File: config.mk
export PLATFORM = sky130hd
export DESIGN_NAME = gha_bitpick
export DESIGN_NICKNAME = d
export VERILOG_FILES = /design/src/rtl/gha_pkg.sv /design/src/rtl/gha_bitpick.sv
export SDC_FILE = /design/constraint.sdc
export NUM_CORES = 1
export LEC_CHECK = 0
export BUFFER_PORTS_ARGS = -buffer_cell sky130_fd_sc_hd__buf_2
export CORE_MARGIN = 3
export CORE_UTILIZATION = 44
export DETAILED_ROUTE_END_ITERATION = 7
export PLACE_DENSITY = 0.89
export SETUP_SLACK_MARGIN = 0.1
export SLEW_MARGIN = 40
export SYNTH_ARGS = -nofsm -noshare
export SYNTH_HDL_FRONTEND = slang
export SYNTH_SLANG_ARGS = --single-unit
File: constraint.sdc
create_clock -name vclk -period 3.2
set_input_delay 0.32 -clock vclk [all_inputs]
set_output_delay 0.32 -clock vclk [all_outputs]
set_load 0.01 [all_outputs]
File: src/rtl/gha_pkg.sv
// gha_pkg: shared types and constants for the generational handle allocator
// used by generational_handle_allocator, gha_bitpick and gha_checker
`default_nettype none
package gha_pkg;
    localparam int MAX_SLOTS     = 1024;
    localparam int WORD_BITS     = 64;
    localparam int NWORDS        = MAX_SLOTS / WORD_BITS;
    localparam int VERSION_LIMIT = 16383;
    localparam int POS_W         = $clog2(WORD_BITS);
    localparam int WORD_W        = $clog2(NWORDS);
    localparam int SLOT_W        = 10;
    localparam int VER_W         = 14;
    localparam int CNT_W         = 11;

    // request codes
    localparam logic [2:0] REQ_CREATE   = 3'd0;
    localparam logic [2:0] REQ_DESTROY  = 3'd1;
    localparam logic [2:0] REQ_EXISTS   = 3'd2;
    localparam logic [2:0] REQ_READ     = 3'd3;
    localparam logic [2:0] REQ_CLEAR    = 3'd4;
    localparam logic [2:0] REQ_SCAN_FWD = 3'd5;
    localparam logic [2:0] REQ_SCAN_REV = 3'd6;

    // status codes
    localparam logic [1:0] ST_OK  = 2'd0;
    localparam logic [1:0] ST_NO  = 2'd1;
    localparam logic [1:0] ST_IGN = 2'd2;

    typedef struct packed {
        logic [2:0]        req_type;
        logic [SLOT_W-1:0] entity_index;
        logic [VER_W-1:0]  entity_version;
        logic [3:0]        word_index;
    } t_req_beat;

    typedef struct packed {
        logic [1:0]        status;
        logic [SLOT_W-1:0] out_index;
        logic [VER_W-1:0]  out_version;
        logic [CNT_W-1:0]  live_count;
        logic              last;
    } t_rsp_beat;

    typedef enum logic [2:0] {
        S_CLEAR,
        S_IDLE,
        S_FIND,
        S_USE,
        S_SCAN,
        S_SCAN_USE
    } t_state;
endpackage
`default_nettype wire

File: src/rtl/gha_bitpick.sv
// gha_bitpick: shared bit picker, lowest or highest set bit of one bitmap word
// depends on gha_pkg
`default_nettype none
module gha_bitpick (
    input  wire logic [gha_pkg::WORD_BITS-1:0] i_vec,
    input  wire logic                          i_rev,
    output logic                               o_found,
    output logic [gha_pkg::POS_W-1:0]          o_pos
);
    // priority pick, direction chosen by i_rev
    always_comb begin
        o_pos   = '0;
        o_found = |i_vec;
        if (i_rev) begin
            for (int i = 0; i < gha_pkg::WORD_BITS; i++) begin
                if (i_vec[i]) o_pos = gha_pkg::POS_W'(i);
            end
        end else begin
            for (int i = gha_pkg::WORD_BITS - 1; i >= 0; i--) begin
                if (i_vec[i]) o_pos = gha_pkg::POS_W'(i);
            end
        end
    end
endmodule
`default_nettype wire

==> out/results.tsv, run 1 <==
metric	value	unit
outcome	finished clean	
grt_pass1_vias	1951	
cts_setup_buffers	0	
worstSetupEndpointType	output pin	
clockPowerShare	0	
start_util	0.489	
min_path_type	input pin to output pin	
wl_met1	2.24	mm
finalHoldViolations	0	
port_buffers	72	
switchingPower	0.114	mW
die_y	62.8	um
layout_commonest_cell	buf_2	
die_area	3940	um2
synth_cells	244	
syn-num-nets	309	
routed-via-count	2277	
path_cells	buf_2, nor4_1, nand2_1, a311oi_1, o21ai_1, a21oi_1, a21oi_1, buf_2	
gp_congestion	0.930	
fillers	294	
rsz0062_at_grt	false	
nets	382	
grt_pass1_wl	8.24	mm
ctsResizeCount	0	
rows	19	
dr.pass1.iters	5	
cap_violations	0	
antenna_found_initial	0	
crit_family	simple AND/OR/NAND/NOR gates	
drt-total-wl	5.06	mm
die_w	62.8	um
switching_share	0.609	
core	2900	um2
worst_slack	976	ps
max_stage_delay	660	ps
whs	1050	ps
topRoutingLayerUsed	met4	
ctsHoldBuffers	0	
met2_length	2.34	mm
track_usage	0.237	
nFlopsAndLatches	0	
post-place-ws	1020	ps
drv_slew	0	
ys_warn_count	0	
critPathKind	input pin to output pin	
path_max_fanout	6	
grt_max_degree	12	
required	2880	ps
ios	72	
fin_tns_setup	0	ps
area_growth	28.9	%
wl_per_cell	14.2	um
antenna_left	0	
overflow	0	
syn_area_per_cell	5.81	um2
max_clock_freq	450	MHz
place_hpwl	4.26	mm
power_frac_comb	1.000	
drt-vias-per-instance	6.38	
cpMaxStageDelayCell	nor4_1	
leakage	0.679	nW
arrival	1900	ps
worst_pin_slew	730	ps
yosysUniqueCellTypes	49	
layout_common_cells	buf_2, nor2_1, a21oi_1, nor3_1, o21ai_0	
worstSetupStartpointType	input pin	
intPower	0.0731	mW
cp.buffers_inverters	2	
powerDensity	102	nW/um2
regArea	0	um2
min_period	2220	ps
drc	0	
syn_area	1420	um2
diodes	0	
drt_iter0_markers	188	
period_share	0.695	
slew_headroom	0.509	
drive_above_1_share	0.270	
setup_violations	0	
ir_drop	0.0000563	V
wl_met3	425	um
clkbuf_count	0	
p_total	0.187	mW
seqPwrFrac	0	
synth-seq-area-share	0	
==> layer usage <==
layer,vias up,track usage
li1,1118,-
met1,1005,0.340
met2,146,0.401
met3,8,0.00899
met4,0,0.0275
met5,-,0
==> metrics by stage <==
step,util,cell area (um2),std cells
global placement,0.630,1830,357
finish,0.630,1830,357
CTS,0.630,1830,357
floorplan,-,1420,244
detailed placement,0.630,1830,357
global route,0.630,1830,357
==> power groups by stage <==
stage          Clock [mW]  Combinational (mW)  Sequential (mW)
4_1_cts                 0               0.183                0
3_5_place_dp            0               0.182                0
6_report                0               0.187                0
3_3_place_gp            0               0.178                0
5_1_grt                 0               0.206                0
2_1_floorplan           0              0.0783                0
==> cell type report <==
class                      instances  area, um2  area share
timing repair buffer              72        360       0.197
inverter                          16       60.1      0.0329
multi-input combinational        227       1350       0.741
tap                               42       52.6      0.0288
==> kinds of logic (layout without fill, tap and decap cells) <==
logic type / Yosys count / after routing / share of synthesized area
AOI/OAI and AO/OA: 96 / 96 / 0.449
buffers and inverters: 17 / 88 / 0.0450
and+or+nand+nor: 131 / 131 / 0.506
==> cells in the mapped netlist, types with 2 or more instances <==
library cell | number | area (um2)
nand2_1 | 14 | 52.6
a31oi_1 | 3 | 18.8
nor2_1 | 36 | 135
a21boi_0 | 2 | 15.0
nor2b_1 | 6 | 37.5
o211ai_1 | 3 | 22.5
and2_1 | 3 | 18.8
o21ai_0 | 16 | 80.1
o311ai_0 | 2 | 17.5
a21o_1 | 2 | 15.0
nand2b_1 | 7 | 43.8
o311ai_1 | 3 | 26.3
o2111ai_1 | 3 | 26.3
a2111oi_0 | 3 | 26.3
nor3b_1 | 2 | 15.0
a21oi_1 | 25 | 125
o21a_1 | 3 | 22.5
nand3_1 | 9 | 45.0
o31ai_1 | 9 | 67.6
nor4_1 | 14 | 87.6
inv_1 | 15 | 56.3
a211oi_1 | 2 | 15.0
o22ai_1 | 3 | 18.8
o21ai_1 | 5 | 25.0
or4_4 | 4 | 45.0
nor3_1 | 22 | 110
a221o_1 | 2 | 20.0
nand4_1 | 2 | 12.5
nor4_2 | 4 | 50.1
==> path summary, 6_finish.rpt <==
check                 cells after the start       from  endpoint  slack [ps]
worst max-delay path                      8  i_vec[43]  o_pos[3]         980
worst min-delay path                      3      i_rev  o_pos[3]        1050
==> worst min-delay path: cells and delay by family <==
family | cells | cell delay [ps]
buffers and inverters | 2 | 320
AO/OA/AOI/OAI | 1 | 90
Power figures use the tool's default switching activity.
==> inputs of run 2 (changes only) <==
Settings changed: ABC_AREA set to 1.
Clock period 3.2 ns to 1.9 ns, I/O delays scaled along.
==> run 2 against run 1 <==
Effect of this change:
- the flow now finishes with violations (negative setup slack)
- wire length is 7.7% lower
- synthesized area is 17% higher
- first-iteration DRC count is 65% lower
- clock-buffer cell count stayed put
- critical endpoint is now o_pos[0]
- largest power group unchanged
==> out/results.tsv, run 2 <==
metric	value	unit
critPathKind	input pin to output pin	
drt-vias-per-instance	4.46	
powerDensity	189	nW/um2
ys_warn_count	0	
routed-via-count	2346	
rsz0062_at_grt	true	
setup_violations	3	
rows	21	
required	1710	ps
area_growth	57.2	%
finalHoldViolations	0	
antenna_left	0	
synth_cells	359	
worst_slack	-1910	ps
place_hpwl	3.79	mm
grt_max_degree	8	
port_buffers	72	
overflow	0	
ios	72	
syn_area	1660	um2
nFlopsAndLatches	0	
layout_common_cells	nand2_1, buf_2, inv_1, buf_4, nor2_1	
crit_path_frequent_cell	nand2_1	
core	3470	um2
max_stage_delay	100	ps
placed_area	2450	um2
cpMaxStageDelayCell	buf_6	
worstSetupStartpointType	input pin	
grt_pass1_wl	7.31	mm
synth_most_common_cell	nand2_1	
grt_pass1_vias	2098	
ir_drop	0.0000915	V
antenna_found_initial	0	
syn-num-nets	424	
failed_checks	negative setup slack	
worstSetupEndpointType	output pin	
synthMuxAreaShare	0	
yosysUniqueCellTypes	16	
yosysTopAreaCellShare	0.489	
wl_per_cell	8.88	um
layout_commonest_cell	nand2_1	
cap_violations	0	
drv_slew	0	
min_period	3810	ps
gp_congestion	0.761	
fin_area	2610	um2
start_util	0.478	
slew_headroom	0.823	
yosysTopAreaCell	nand2_1	
diodes	0	
syn_area_per_cell	4.62	um2
arrival	3620	ps
track_usage	0.190	
post-place-ws	-1820	ps
max_clock_freq	262	MHz
period_share	2.01	
drt-total-wl	4.67	mm
synth_xor_area_frac	0	
worst_pin_slew	263	ps
outcome	finished with violations	
synth_compound_area_frac	0.0747	
synth_top_family_by_area	simple AND/OR/NAND/NOR gates	
drc	0	
synth-seq-area-share	0	
regArea	0	um2
p_total	0.492	mW
synth_common_cells	nand2_1, inv_1, nor2_1, bufinv_8, a21oi_1	
ys_top_cells_by_area	nand2_1, bufinv_8, inv_1	
synthSimpleGateAreaFrac	0.602	
path_max_fanout	2	
die_area	4540	um2
nets	547	
min_path_type	input pin to output pin	
clkbuf_count	0	
dr.pass1.iters	4	
die_y	67.4	um
drt_iter0_markers	66	
synthAdderAreaFrac	0	
die_w	67.4	um
drive_above_1_share	0.360	
leakage	1.69	nW
fillers	297	
-- run 2: cell count changes in the layout (fill, tap and decap cells not counted), sizes merged, moves of 6 or more --
cell and delta:
buf +49, nand3 -7, nor3 -23, o21ai -13, nor4 -17, o31ai -7
nand2b -7, inv +38, bufinv +19, nor2 +8, a21oi -16, nor2b -6
nand2 +202
-- run 2: logic make-up (layout without fill, tap and decap cells) --
group	after synthesis	in the layout
buf+inv	73	194
simple gates	264	264
compound gates	22	22
-- run 2: through the flow --
stage	utilization	instances	hold WS, ps	setup TNS, ps
after floorplan	-	359	488	-1330
after global placement	0.707	526	767	-2370
after detailed placement	0.707	526	769	-2560
after CTS	0.725	527	760	-2620
after global routing	0.751	526	790	-3710
final	0.751	526	772	-2520
-- run 2: cell type report --
class / count / area [um2] / area share
inverter: 73 / 536 / 0.205
multi-input combinational: 286 / 1250 / 0.479
tap: 46 / 57.6 / 0.0221
timing repair buffer: 121 / 764 / 0.293
-- run 2: critical path: cells and delay by family --
kind / cells / cell delay [ps]
buf+inv: 3 / 240
simple gates: 64 / 3200
-- run 2: what timing repair did --
| item | 4_1_cts | 5_1_grt |
|---|---|---|
| setup endpoints to repair | 4 | 7 |
| gates resized for setup | 17 | 29 |
| hold buffers | 0 | 0 |
| setup buffers | 1 | 0 |
| pin swaps | 13 | 17 |
-- run 2: metal layers --
layer | global-route usage | vias to the layer above | routed length [um]
met4 | 0.0582 | 0 | 71
met1 | 0.211 | 998 | 1850
met5 | 0 | - | 0
met2 | 0.382 | 55 | 2570
met3 | 0.00499 | 9 | 178
li1 | - | 1284 | -
-- run 2: final timing paths --
kind                      from  endpoint  slack, ps  cells after the start
worst min-delay path     i_rev  o_pos[0]        770                      4
worst max-delay path  i_vec[2]  o_pos[0]      -1910                     67
-- run 2: where the power goes --
part / internal, mW / switching [mW]
Combinational: 0.272 / 0.220
Clock: 0 / 0
Sequential: 0 / 0
==> inputs of run 3 (changes only) <==
Settings changed: RECOVER_POWER set to 25.
==> run 3 against run 2 <==
Effect of this change:
- clock-buffer cell count did not move
- final cell count did not move
- wire length fell by 0.24%
- non-clock buffer count did not move
- combinational power barely moved
- critical path type unchanged
- the flow still finishes with violations (negative setup slack)
- critical path depth did not move
- critical endpoint unchanged
- worst setup slack barely moved
- die area did not move
- hold slack barely moved
- first-iteration DRC count fell by 3.0%
==> out/results.tsv, run 3 (synthesis results as in run 2) <==
metric	value	unit
min_path_type	input pin to output pin	
post-place-ws	-1820	ps
die_w	67.4	um
drc	0	
regArea	0	um2
start_util	0.478	
cpMaxStageDelayCell	buf_6	
nFlopsAndLatches	0	
grt_pass1_wl	7.31	mm
track_usage	0.190	
crit_start	i_vec[2]	
drive_above_1_share	0.358	
antenna_found_initial	0	
max_clock_freq	262	MHz
utilization	0.751	
required	1710	ps
hp-start	i_rev	
worst_slack	-1910	ps
antenna_left	0	
crit_path_frequent_cell	nand2_1	
cp.buffers_inverters	3	
worstSetupStartpointType	input pin	
place_hpwl	3.79	mm
leakage	1.69	nW
drt_iter0_markers	64	
max_stage_delay	100	ps
overflow	0	
ir_drop	0.0000915	V
grt_pass1_vias	2098	
min_period	3810	ps
port_buffers	72	
arrival	3620	ps
slew_headroom	0.824	
powerDensity	189	nW/um2
ios	72	
routed-via-count	2341	
rsz0062_at_grt	true	
core	3470	um2
ctsHoldBuffers	0	
worst_pin_slew	262	ps
layout_commonest_cell	nand2_1	
nets	547	
area_growth	57.1	%
drv_slew	0	
die_y	67.4	um
drt-total-wl	4.66	mm
die_area	4540	um2
period_share	2.01	
grt_max_degree	8	
failed_checks	negative setup slack	
outcome	finished with violations	
critPathKind	input pin to output pin	
drt-vias-per-instance	4.45	
cap_violations	0	
diodes	0	
clkbuf_count	0	
crit_family	simple AND/OR/NAND/NOR gates	
worstSetupEndpointType	output pin	
gp_congestion	0.761	
rows	21	
path_max_fanout	2	
finalHoldViolations	0	
setup_violations	3	
dr.pass1.iters	4	
layout_common_cells	nand2_1, buf_2, inv_1, buf_4, nor2_1	
wl_per_cell	8.86	um
[run 3: routing by layer]
layer / vias to the layer above / GRT usage / share of wire
li1: 1283 / - / -
met1: 994 / 0.211 / 0.40
met2: 56 / 0.382 / 0.55
met3: 8 / 0.00499 / 0.036
met4: 0 / 0.0582 / 0.012
met5: - / 0 / 0
[run 3: layout make-up]
cell class                 count  area [um2]
tap                           46        57.6
multi-input combinational    286        1250
timing repair buffer         121         763
inverter                      73         536
fill                         298         863
[run 3: final timing paths]
kind	slack, ps	cells after the start	endpoint
min	770	4	o_pos[0]
max	-1910	67	o_pos[0]
[run 3: report_power, final]
part	total (mW)	leakage [nW]	internal, mW	switching [mW]
sequential	0	0	0	0
clock	0	0	0	0
combinational	0.492	1.69	0.272	0.220
total	0.492	1.69	0.272	0.220
[run 3: what timing repair did]
item                       4_1_cts  5_1_grt
setup buffers                    1        0
pin swaps                       13       17
resized for setup               17       29
setup endpoints to repair        4        7
[run 3: per-stage QoR]
step	power (mW)	std cells	hold slack, ps	cell area (um2)	setup TNS [ps]
after floorplan	0.257	359	488	1670	-1330
final	0.492	526	772	2610	-2520
after global placement	0.439	526	767	2450	-2370
after global routing	0.551	526	790	2610	-3710
after detailed placement	0.452	526	769	2450	-2560
after CTS	0.470	527	760	2510	-2620
